**src/hw/rtl/stepper_move_pulse_generator_assert.svh**
```systemverilog
// Assertion macros for the stepper move pulse generator.
// Simulation builds get concurrent assertions; synthesis builds get nothing.
`ifndef STEPPER_MOVE_PULSE_GENERATOR_ASSERT_SVH
`define STEPPER_MOVE_PULSE_GENERATOR_ASSERT_SVH

`ifndef SYNTHESIS
// Checked at every rising edge, switched off while reset is asserted.
`define SMPG_ASSERT(label, clk, rst_n, prop) \
    label: assert property (@(posedge clk) disable iff (!rst_n) prop) \
        else $error("smpg assertion failed");
// Checked at every rising edge, reset included.
`define SMPG_ASSERT_ALWAYS(label, clk, prop) \
    label: assert property (@(posedge clk) prop) \
        else $error("smpg assertion failed");
`else
`define SMPG_ASSERT(label, clk, rst_n, prop)
`define SMPG_ASSERT_ALWAYS(label, clk, prop)
`endif

`endif

```
**src/hw/rtl/smpg_pkg.sv**
```systemverilog
// ----------------------------------------------------------------------------
// smpg_pkg
// Types, constants and helpers for the stepper move pulse generator.
// ----------------------------------------------------------------------------
`default_nettype none

package smpg_pkg;

    // Time base and accepted rate window
    localparam int unsigned TICK_RATE_HZ = 1000000;
    localparam int unsigned RATE_MIN_HZ  = 20;
    localparam int unsigned RATE_MAX_HZ  = 100000;

    // Field widths
    localparam int unsigned POS_W    = 32;
    localparam int unsigned RATE_W   = 20;
    localparam int unsigned PERIOD_W = 16;

    // Divider: quotient of TICK_RATE_HZ / rate, one bit per cycle
    localparam int unsigned DIV_W = $clog2(TICK_RATE_HZ + 1);
    localparam int unsigned BIT_W = (DIV_W > 1) ? $clog2(DIV_W) : 1;
    localparam logic [DIV_W-1:0] TICK_VEC = DIV_W'(TICK_RATE_HZ);

    // Period reset value
    localparam logic [PERIOD_W-1:0] PERIOD_RST = PERIOD_W'(999);

    typedef enum logic [1:0] {
        OP_TICK = 2'd0,
        OP_REL  = 2'd1,
        OP_ABS  = 2'd2,
        OP_NOP  = 2'd3
    } t_opcode;

    typedef enum logic [1:0] {
        ST_IDLE,
        ST_DIV,
        ST_LOAD
    } t_state;

    // Step output level for a given pulse state
    function automatic logic step_level(
        input logic                moving,
        input logic [PERIOD_W-1:0] phase,
        input logic [PERIOD_W-1:0] period,
        input logic                pol
    );
        logic [PERIOD_W:0] half;
        half = ({1'b0, period} + {{PERIOD_W{1'b0}}, 1'b1}) >> 1;
        if (moving && ({1'b0, phase} < half)) begin
            return ~pol;
        end
        return pol;
    endfunction

endpackage

`default_nettype wire

```
**src/hw/rtl/stepper_move_pulse_generator.sv**
```systemverilog
// ----------------------------------------------------------------------------
// stepper_move_pulse_generator
// Step/direction pulse generator with a signed 32-bit position counter.
// ----------------------------------------------------------------------------
// Usage:
//   Input requests (valid/ready) carry an opcode: a time base tick, a
//   relative move or an absolute move. Every request returns exactly one
//   result request (valid/ready) with step level, direction, busy flag,
//   position and a reject flag. The user writes the pulse polarity register
//   with i_cfg_we / i_cfg_data only while idle; the block does not enforce it.
// Flow and throughput:
//   Ticks, rejected moves, no-op codes and absolute moves onto the current
//   position have their result registered at accept, seen in the next cycle,
//   so ticks stream at one per cycle while the receiver takes each result.
//   A move that starts motion runs the period division on a shared
//   restoring divider, one quotient bit per cycle, then a load step
//   registers the result. Input ready is low meanwhile.
// Reset:
//   Synchronous, active low. Position, target, pulse count and phase clear,
//   direction goes counter-clockwise, period is 999 ticks, polarity 0.
// Stall:
//   The result sits in an output register; a new request is taken in the
//   same cycle the pending result is taken, and is held off while the
//   receiver stalls.
`default_nettype none

`include "stepper_move_pulse_generator_assert.svh"

module stepper_move_pulse_generator (
    input  logic                                i_clk,
    input  logic                                i_rst_n,
    // configuration
    input  logic                                i_cfg_we,
    input  logic                                i_cfg_data,
    // input requests
    input  logic                                i_in_valid,
    output logic                                o_in_ready,
    input  logic [1:0]                          i_opcode,
    input  logic signed [smpg_pkg::POS_W-1:0]   i_move_amount,
    input  logic [smpg_pkg::RATE_W-1:0]         i_pulse_rate_hz,
    input  logic                                i_move_direction,
    // result requests
    output logic                                o_out_valid,
    input  logic                                i_out_ready,
    output logic                                o_step_level,
    output logic                                o_direction_out,
    output logic                                o_busy_res,
    output logic signed [smpg_pkg::POS_W-1:0]   o_position,
    output logic                                o_command_rejected
);
    import smpg_pkg::*;

    // ------------------------------------------------------------------
    // Registers
    // ------------------------------------------------------------------
    t_state                    r_state, n_state;
    logic                      r_pol;

    logic signed [POS_W-1:0]   r_position, n_position;
    logic signed [POS_W-1:0]   r_target, n_target;
    logic [POS_W-1:0]          r_pulses, n_pulses;
    logic                      r_dir, n_dir;
    logic                      r_moving, n_moving;
    logic [PERIOD_W-1:0]       r_period, n_period;
    logic [PERIOD_W-1:0]       r_phase, n_phase;

    // Move waiting for its period
    logic signed [POS_W-1:0]   r_mv_target, n_mv_target;
    logic [POS_W-1:0]          r_mv_count, n_mv_count;
    logic                      r_mv_dir, n_mv_dir;

    // Shared divider
    logic [RATE_W-1:0]         r_divisor, n_divisor;
    logic [RATE_W-1:0]         r_rem, n_rem;
    logic [DIV_W-1:0]          r_quo, n_quo;
    logic [BIT_W-1:0]          r_bit, n_bit;

    // Output register
    logic                      r_out_valid, n_out_valid;
    logic                      r_out_level, n_out_level;
    logic                      r_out_dir, n_out_dir;
    logic                      r_out_busy, n_out_busy;
    logic signed [POS_W-1:0]   r_out_pos, n_out_pos;
    logic                      r_out_rej, n_out_rej;

    // ------------------------------------------------------------------
    // Control decode
    // ------------------------------------------------------------------
    t_opcode                   w_op;
    logic                      w_in_acc;
    logic                      w_rate_ok;
    logic                      w_rel_ok;
    logic                      w_abs_ok;
    logic                      w_abs_move;
    logic                      w_start_div;
    logic                      w_div_step;
    logic                      w_load;
    logic                      w_abs_up;

    // Divider step
    logic [RATE_W:0]           w_trial;
    logic                      w_ge;
    logic [RATE_W:0]           w_diff;

    // Period from quotient
    logic [DIV_W-1:0]          w_quo_m1;
    logic [PERIOD_W-1:0]       w_period_new;

    assign w_op      = t_opcode'(i_opcode);
    assign w_in_acc  = i_in_valid & o_in_ready;
    assign w_rate_ok = (i_pulse_rate_hz >= RATE_W'(RATE_MIN_HZ))
                     && (i_pulse_rate_hz <= RATE_W'(RATE_MAX_HZ));
    assign w_rel_ok  = (i_move_amount > 0) && w_rate_ok;
    assign w_abs_ok  = !r_moving && w_rate_ok;
    assign w_abs_move = w_abs_ok && (i_move_amount != r_position);
    assign w_abs_up  = i_move_amount > r_position;
    assign w_start_div = ((w_op == OP_REL) && w_rel_ok)
                       || ((w_op == OP_ABS) && w_abs_move);

    // Restoring division: bring down one dividend bit, subtract if it fits
    assign w_trial = {r_rem, TICK_VEC[r_bit]};
    assign w_ge    = w_trial >= {1'b0, r_divisor};
    assign w_diff  = w_trial - {1'b0, r_divisor};

    // Period = quotient - 1, saturated to the period width
    assign w_quo_m1 = r_quo - {{(DIV_W-1){1'b0}}, 1'b1};
    always_comb begin
        if (w_quo_m1 > DIV_W'({PERIOD_W{1'b1}})) begin
            w_period_new = {PERIOD_W{1'b1}};
        end else begin
            w_period_new = w_quo_m1[PERIOD_W-1:0];
        end
    end

    // ------------------------------------------------------------------
    // Sequencer: next state
    // ------------------------------------------------------------------
    always_comb begin
        n_state = r_state;
        unique case (r_state)
            ST_IDLE: begin
                if (w_in_acc && w_start_div) begin
                    n_state = ST_DIV;
                end
            end
            ST_DIV: begin
                if (r_bit == '0) begin
                    n_state = ST_LOAD;
                end
            end
            ST_LOAD: begin
                n_state = ST_IDLE;
            end
            default: begin
                n_state = ST_IDLE;
            end
        endcase
    end

    // ------------------------------------------------------------------
    // Sequencer: outputs
    // ------------------------------------------------------------------
    always_comb begin
        o_in_ready = 1'b0;
        w_div_step = 1'b0;
        w_load     = 1'b0;
        unique case (r_state)
            ST_IDLE: begin
                // take a request when the result slot frees up this cycle
                o_in_ready = !r_out_valid || i_out_ready;
            end
            ST_DIV: begin
                w_div_step = 1'b1;
            end
            ST_LOAD: begin
                w_load = 1'b1;
            end
            default: begin
                o_in_ready = 1'b0;
            end
        endcase
    end

    // ------------------------------------------------------------------
    // Datapath
    // ------------------------------------------------------------------
    always_comb begin
        n_position  = r_position;
        n_target    = r_target;
        n_pulses    = r_pulses;
        n_dir       = r_dir;
        n_moving    = r_moving;
        n_period    = r_period;
        n_phase     = r_phase;
        n_mv_target = r_mv_target;
        n_mv_count  = r_mv_count;
        n_mv_dir    = r_mv_dir;
        n_divisor   = r_divisor;
        n_rem       = r_rem;
        n_quo       = r_quo;
        n_bit       = r_bit;
        n_out_level = r_out_level;
        n_out_dir   = r_out_dir;
        n_out_busy  = r_out_busy;
        n_out_pos   = r_out_pos;
        n_out_rej   = r_out_rej;

        // drop the result once taken
        n_out_valid = r_out_valid && !i_out_ready;

        if (w_in_acc) begin
            if (w_start_div) begin
                // latch the move and arm the divider
                if (w_op == OP_REL) begin
                    n_mv_dir    = i_move_direction;
                    n_mv_count  = i_move_amount;
                    n_mv_target = i_move_direction ? (r_position + i_move_amount)
                                                   : (r_position - i_move_amount);
                end else begin
                    n_mv_dir    = w_abs_up;
                    n_mv_count  = w_abs_up ? (i_move_amount - r_position)
                                           : (r_position - i_move_amount);
                    n_mv_target = i_move_amount;
                end
                n_divisor = i_pulse_rate_hz;
                n_rem     = '0;
                n_quo     = '0;
                n_bit     = BIT_W'(DIV_W - 1);
            end else begin
                n_out_rej = 1'b0;
                unique case (w_op)
                    OP_TICK: begin
                        n_out_level = step_level(r_moving, r_phase, r_period, r_pol);
                        if (r_moving) begin
                            if (r_phase >= r_period) begin
                                // pulse done: advance position, count it off
                                n_phase    = '0;
                                n_position = r_dir ? (r_position + 1) : (r_position - 1);
                                n_pulses   = r_pulses - 1;
                                if (r_pulses == 1) begin
                                    n_moving = 1'b0;
                                end
                            end else begin
                                n_phase = r_phase + 1'b1;
                            end
                        end
                    end
                    OP_REL: begin
                        n_out_rej = 1'b1;
                    end
                    OP_ABS: begin
                        if (w_abs_ok) begin
                            // already on target: store it, no motion
                            n_target = i_move_amount;
                        end else begin
                            n_out_rej = 1'b1;
                        end
                    end
                    OP_NOP: begin
                        n_out_rej = 1'b0;
                    end
                    default: begin
                        n_out_rej = 1'b0;
                    end
                endcase
                if (w_op != OP_TICK) begin
                    n_out_level = step_level(n_moving, n_phase, n_period, r_pol);
                end
                n_out_valid = 1'b1;
                n_out_dir   = n_dir;
                n_out_busy  = n_moving;
                n_out_pos   = n_position;
            end
        end

        if (w_div_step) begin
            n_rem = w_ge ? w_diff[RATE_W-1:0] : w_trial[RATE_W-1:0];
            n_quo = {r_quo[DIV_W-2:0], w_ge};
            n_bit = r_bit - 1'b1;
        end

        if (w_load) begin
            // start the new move from a fresh pulse
            n_dir       = r_mv_dir;
            n_target    = r_mv_target;
            n_period    = w_period_new;
            n_phase     = '0;
            n_pulses    = r_mv_count;
            n_moving    = 1'b1;
            n_out_valid = 1'b1;
            n_out_level = step_level(1'b1, '0, w_period_new, r_pol);
            n_out_dir   = r_mv_dir;
            n_out_busy  = 1'b1;
            n_out_pos   = r_position;
            n_out_rej   = 1'b0;
        end
    end

    // ------------------------------------------------------------------
    // Control registers
    // ------------------------------------------------------------------
    always_ff @(posedge i_clk) begin
        if (!i_rst_n) begin
            r_state     <= ST_IDLE;
            r_pol       <= 1'b0;
            r_position  <= '0;
            r_target    <= '0;
            r_pulses    <= '0;
            r_dir       <= 1'b0;
            r_moving    <= 1'b0;
            r_period    <= PERIOD_RST;
            r_phase     <= '0;
            r_out_valid <= 1'b0;
        end else begin
            r_state     <= n_state;
            if (i_cfg_we) begin
                r_pol <= i_cfg_data;
            end
            r_position  <= n_position;
            r_target    <= n_target;
            r_pulses    <= n_pulses;
            r_dir       <= n_dir;
            r_moving    <= n_moving;
            r_period    <= n_period;
            r_phase     <= n_phase;
            r_out_valid <= n_out_valid;
        end
    end

    // ------------------------------------------------------------------
    // Payload registers
    // ------------------------------------------------------------------
    always_ff @(posedge i_clk) begin
        r_mv_target <= n_mv_target;
        r_mv_count  <= n_mv_count;
        r_mv_dir    <= n_mv_dir;
        r_divisor   <= n_divisor;
        r_rem       <= n_rem;
        r_quo       <= n_quo;
        r_bit       <= n_bit;
        r_out_level <= n_out_level;
        r_out_dir   <= n_out_dir;
        r_out_busy  <= n_out_busy;
        r_out_pos   <= n_out_pos;
        r_out_rej   <= n_out_rej;
    end

    assign o_out_valid        = r_out_valid;
    assign o_step_level       = r_out_level;
    assign o_direction_out    = r_out_dir;
    assign o_busy_res         = r_out_busy;
    assign o_position         = r_out_pos;
    assign o_command_rejected = r_out_rej;

    // ------------------------------------------------------------------
    // Assertions
    // ------------------------------------------------------------------
    // the result slot stays empty while the divider runs
    `SMPG_ASSERT(a_div_out_empty, i_clk, i_rst_n, (r_state == ST_DIV) |-> !r_out_valid)
    // the load cycle only follows the last divider step
    `SMPG_ASSERT(a_load_after_div, i_clk, i_rst_n, (r_state == ST_LOAD) |-> ($past(r_state) == ST_DIV))
    // a running move always has pulses left
    `SMPG_ASSERT(a_moving_pulses, i_clk, i_rst_n, r_moving |-> (r_pulses != '0))
    // the phase never runs past the period
    `SMPG_ASSERT(a_phase_bound, i_clk, i_rst_n, r_moving |-> (r_phase <= r_period))

endmodule

`default_nettype wire

```
**config.mk**
```make
export PLATFORM = sky130hd
export DESIGN_NAME = stepper_move_pulse_generator
export DESIGN_NICKNAME = d
export VERILOG_FILES = /design/src/hw/rtl/smpg_pkg.sv /design/src/hw/rtl/stepper_move_pulse_generator.sv
export VERILOG_INCLUDE_DIRS = /design/src /design/src/hw/rtl
export SDC_FILE = /design/constraint.sdc
export NUM_CORES = 1
export LEC_CHECK = 0
export BUFFER_PORTS_ARGS = -buffer_cell sky130_fd_sc_hd__buf_4
export CORE_MARGIN = 8
export CORE_UTILIZATION = 27
export CTS_CLUSTER_SIZE = 16
export DETAILED_ROUTE_END_ITERATION = 16
export HOLD_SLACK_MARGIN = 0.06
export PLACE_DENSITY = 0.51
export SKIP_CTS_REPAIR_TIMING = 1
export SYNTH_ARGS = -nofsm -noshare
export SYNTH_HDL_FRONTEND = slang
export SYNTH_SLANG_ARGS = --single-unit
```
**constraint.sdc**
```tcl
create_clock -name i_clk -period 20.2 [get_ports i_clk]
set_clock_uncertainty 0.1 [all_clocks]
set_input_delay 4.04 -clock i_clk [delete_from_list [all_inputs] [get_ports i_clk]]
set_output_delay 4.04 -clock i_clk [all_outputs]
set_load 0.01 [all_outputs]
```
; Yosys cells after proc, flatten, opt, wreduce, memory -nomap -nowiden
; Memory sizes are Yosys's and may differ from the RTL's. A register that Yosys moved wholly into a read port is not among the register bits.
; Cells that the tools add are included.
[word_totals]
in_bits = 61
romBits = 32
word_cells = 166
reg_bits = 236
memories = 1
[op_classes]
order_cmp = 11
n_mux = 76
n_eq_ne = 9
n_bitwise = 4
n_addsub = 11
reduce_logical = 34
[memory_table]
columns = name, depth, width, rd, rd_clocked_by_memory_dff, write_ports, line_no
row1 = (name not given), 32, 1, 1, 1, 0, stepper_move_pulse_generator.sv:121  ; assign w_trial = {r_rem, TICK_VEC[r_bit]};
[ops]
columns = op, count
row1 = 2-to-1 mux 32 bit, 15
row2 = 2-to-1 mux 20 bit, 5
row3 = 2-to-1 mux 16 bit, 6
row4 = subtractor 32 bit, 2
row5 = 2-to-1 mux 1 bit, 42
row6 = adder 16 x 1 -> 17 bit (second input constant), 2
row7 = adder 32 x 2 -> 32 bit (second input constant), 1
row8 = equality test 32 x 1 -> 1 bit (second input constant), 1
row9 = greater-than comparator 32 x 1 -> 1 bit (second input constant), 1
row10 = greater-than comparator 32 bit, 1
row11 = less-than comparator 16 bit, 2
row12 = inequality test 32 bit, 1
row13 = subtractor 32 x 1 -> 32 bit (second input constant), 1
row14 = subtractor 32 x 2 -> 32 bit (second input constant), 1
row15 = >= comparator 21 x 20 -> 1 bit, 1
row16 = >= comparator 20 x 5 -> 1 bit (second input constant), 1
row17 = greater-than comparator 20 x 16 -> 1 bit (second input constant), 1
row18 = less-or-equal comparator 20 x 17 -> 1 bit (second input constant), 1
row19 = 2-to-1 mux 5 bit, 4
row20 = subtractor 20 x 1 -> 20 bit (second input constant), 1
row21 = subtractor 20 bit, 1
row22 = adder 16 x 1 -> 16 bit (second input constant), 1
row23 = >= comparator 16 bit, 1
row24 = less-than comparator 1 x 16 -> 1 bit (first input constant), 1
row25 = 22 further kinds, 51

; Logic depth before layout (Yosys ltp)
[depth]
ltp_word = 19
ltp_mapped = 19
mapped_depth_nobuf = 19

; Least setup slack after synthesis
; OpenSTA, ideal clock, no wires.
[synth_path]
path_kind = in2reg
startpoint = input i_move_amount[27] (netlist bit)
endpoint = register, netlist name w_trial[0]
t_required_ns = 19.973
setup_time_ns = 0.127
n_path_buf = 1
slack_ns = 10.790
stages = 13
arrival_time_ns = 9.183
path_cell_list = inv_1 > ha_1 > clkbuf_1 > and3_1 > nand2_1 > o311ai_4 > a211oi_2 > nor2b_1 > or2_2 > a2bb2oi_1 > nor2_1 > nor2_1 > o21ai_0
[synth_rtl]
columns = element, line_no
row1 = "start, declared", stepper_move_pulse_generator.sv:39  ; input logic signed [smpg_pkg::POS_W-1:0] i_move_amount,

; Worst setup path in the final report
[layout_path]
startpoint = input i_out_ready
endpoint = output o_in_ready
[layout_via]
elab_chain_cells = 2
[layout_rtl]
columns = element, line_no
row1 = "start, declared", stepper_move_pulse_generator.sv:44  ; input logic i_out_ready,
row2 = logical OR 1 bit, stepper_move_pulse_generator.sv:170  ; o_in_ready = !r_out_valid || i_out_ready;
row3 = 2-to-1 mux 1 bit, stepper_move_pulse_generator.sv:167  ; unique case (r_state)
row4 = "end, declared", stepper_move_pulse_generator.sv:37  ; output logic o_in_ready,
; No other way between the ends.

==> impl_metrics.yaml <==
final_layout:
  areaGrowthSynthToFinish_pct: 14.1
  seqCellArea_sq_um: 6070
  multi_input_area_sq_um: 11100
  drive_gt1_frac: 0.0956
  fill_cells: 7018
  final_common_cell: "nand2_1"
  fin_nets: 2420
  layout_common_cells: "236 x nand2_1, 178 x a21oi_1, 173 x nor2_1, 169 x ha_1, 159 x o21ai_0"
power:
  power_density_nw_per_um2: 56.4
  power_leakage_nw: 8.41
  ir_worst_vdd_mv: 0.0802
logic_synthesis:
  synthSimpleGateAreaFrac: 0.192
  synthesis.nets: 2360
  synth_xor_area_frac: 0.0683
  synth_top_family_by_area: "compound AO/OA/AOI/OAI gates"
  syn_avg_cell_area_sq_um: 8.51
  synth_edf_count: 132
  synth_compound_area_frac: 0.205
  synth_cell_types: 88
  synth-adder-area-share: 0.122
  syn_inst: 2125
  netlist_area_sq_um: 18100
  yosys_warnings: 0
  synthArstFlopShare: 0
  synth.area.mux_share: 0.0269
  ys_seq_area_frac: 0.335
  ys_seq_elements: 237
  ys.flop_type: "edfxtp_1"
placed_design:
  hpwlAfterDp_mm: 44.0
  place_congestion: 0.933
  dp_slack_ns: 11.13
  port_buffers: 98
setup_path:
  crit_fanout: 2
  critPathSlowestCell: "nor3_1"
  cp_num_cells: 4
  r2r_start: "r_period[15]$_SDFFE_PN0P_"
  endpoint_kind: "primary output"
  required_ns: 16.06
  cp_common_cell: "buf_4"
  crit_family: "buffers and inverters"
  critPathLaunch: "i_out_ready"
  critPathBufInv: 2
  critPathKind: "in -> out"
  slowest_delay_ns: 0.22
  r2r_cells: 17
  cp_cell_sequence: "buf_4, nor2b_1, nor3_1, buf_4"
  arrival_ns: 4.57
  start_kind: "primary input"
timing:
  max_slew_margin: 0.210
  worst_pin_slew_ns: 1.19
  slew_violations: 0
  setup-violations-final: 0
  setup_tns_ns: 0
  min_period_ns: 8.71
  rsz0062_at_grt: "no"
  min_period_over_period: 0.431
  max_freq_mhz: 115
  hold_viol: 0
  layout_setup_ws_ns: 11.49
min_path:
  whs_path_depth: 2
  hp-class: "reg -> reg"
  min_from: "r_position[31]$_SDFFE_PN0P_"
floorplanning:
  die_h_um: 275
  dieArea_sq_um: 75500
  die_x_um: 275
  start_util: 0.271
  core_sq_um: 66700
  fp-row-count: 95
  io_pins: 99
clocking:
  cts_tree: "built"
  cts_buffers: 28
  htree_levels: 1
  cts-root-buf: "clkbuf_16"
  insertion_delay_ns: 0.56
  cts.clk_slew.worst_paths_ns: 0.06
  cts.sinks: 237
  clock_path_buffers: 3
job:
  maxCapViolCount: 0
grt:
  grt_use_total: 0.148
  grt_first_pass_wirelength_mm: 88.9
  grt_max_degree: 74
  grt_pass1_vias: 15600
  overflow: 0
  antenna_found_initial: 2
routing:
  antenna_left: 0
  drc: 0
  wl_per_cell_um: 18.7
  vias_per_cell: 5.10
  wl_mm: 57.6
  drt_pass1_iterations: 6
  vias: 15700
  drt-initial-drc-count: 1085
run_status:
  status: "completed"
registers in the layout, indices dropped and copies added (netlist names), 2 cells and up:
signal,flops
o_position,32
r_mv_count,32
r_position,32
r_pulses,32
r_divisor,20
r_quo,20
r_rem,20
r_period,16
r_phase,16
r_bit,5
r_state,2
tightest hold or removal path, cell delays in order (launching register included):
cell,delay (ns)
dfxtp_1,0.31
o21ai_0,0.07
a21oi_1,0.06
synthesized netlist by cell type (6+ instances only):
master | n | area share
o211ai_1 | 10 | 0.0042
o21bai_1 | 23 | 0.0095
nor2_1 | 173 | 0.036
xor2_1 | 41 | 0.020
nor2b_1 | 20 | 0.0069
a21boi_0 | 7 | 0.0029
nand2b_1 | 17 | 0.0059
a21oi_1 | 178 | 0.049
a31oi_1 | 21 | 0.0073
xnor2_1 | 100 | 0.048
clkbuf_1 | 62 | 0.013
dfxtp_1 | 105 | 0.12
or2_2 | 10 | 0.0035
nand2_1 | 237 | 0.049
nand3b_1 | 6 | 0.0025
inv_1 | 144 | 0.030
and2_1 | 27 | 0.0093
ha_1 | 170 | 0.12
nor3_1 | 42 | 0.012
and3_1 | 13 | 0.0045
buf_2 | 9 | 0.0025
nand3_1 | 40 | 0.011
o31ai_1 | 8 | 0.0033
a211oi_1 | 40 | 0.017
nand4_1 | 36 | 0.012
mux2i_1 | 43 | 0.024
o21ai_0 | 159 | 0.044
o21a_1 | 11 | 0.0046
or3_1 | 14 | 0.0048
or4_1 | 8 | 0.0033
a21o_1 | 69 | 0.029
edfxtp_1 | 132 | 0.22
nor4_1 | 21 | 0.0073
metrics by stage:
stage	utilization	cells	instance area (sq um)	hold slack (ns)	power [mW]
6_report	0.310	3081	20600	0.393	1.17
3_3_place_gp	0.295	3028	19700	0.366	0.652
2_1_floorplan	-	2125	18100	0.358	0.601
5_1_grt	0.309	3080	20600	0.424	1.21
3_5_place_dp	0.295	3028	19700	0.389	0.651
4_1_cts	0.309	3080	20600	0.397	1.18
report_power, final:
part / switching [mW] / total, mW / internal (mW) / leakage [nW]
Combinational: 0.0776 / 0.123 / 0.0450 / 5.86
Clock: 0.214 / 0.522 / 0.308 / 0.463
Sequential: 0.00377 / 0.520 / 0.517 / 2.08
Total: 0.295 / 1.17 / 0.870 / 8.41
logic make-up after synthesis:
kind of cell               Yosys count
xor gates and xnor gates           141
muxes                               48
DFF                                237
adders and majority gates          174
AOI/OAI and AO/OA                  593
and+or+nand+nor                    703
buffers and inverters              229
path summary, 6_finish.rpt:
kind	endpoint	slack, ns
worst max-delay path	o_in_ready	11.49
worst min-delay path	r_position[31]$_SDFFE_PN0P_	0.39
worst max register to register	o_step_level$_DFFE_PP_	15.12
worst min register to register	r_position[31]$_SDFFE_PN0P_	0.39
final cells by class:
cell class / instances / area share
Multi-Input combinational cell: 1659 / 0.540
Sequential cell: 237 / 0.294
Tap cell: 873 / 0.0529
Timing Repair Buffer: 113 / 0.0411
Clock buffer: 36 / 0.0374
Inverter: 146 / 0.0266
Clock inverter: 16 / 0.00812
Antenna cell: 1 / 0.000121
metal layers:
metal  up-vias  GRT usage  share of wire
li1       7764          -              -
met1      7443      0.198           0.47
met2       409      0.234           0.43
met3        98     0.0293          0.060
met4         2     0.0569          0.042
met5         -          0        0.00023
Note: power is estimated with default switching activity, not from simulation.
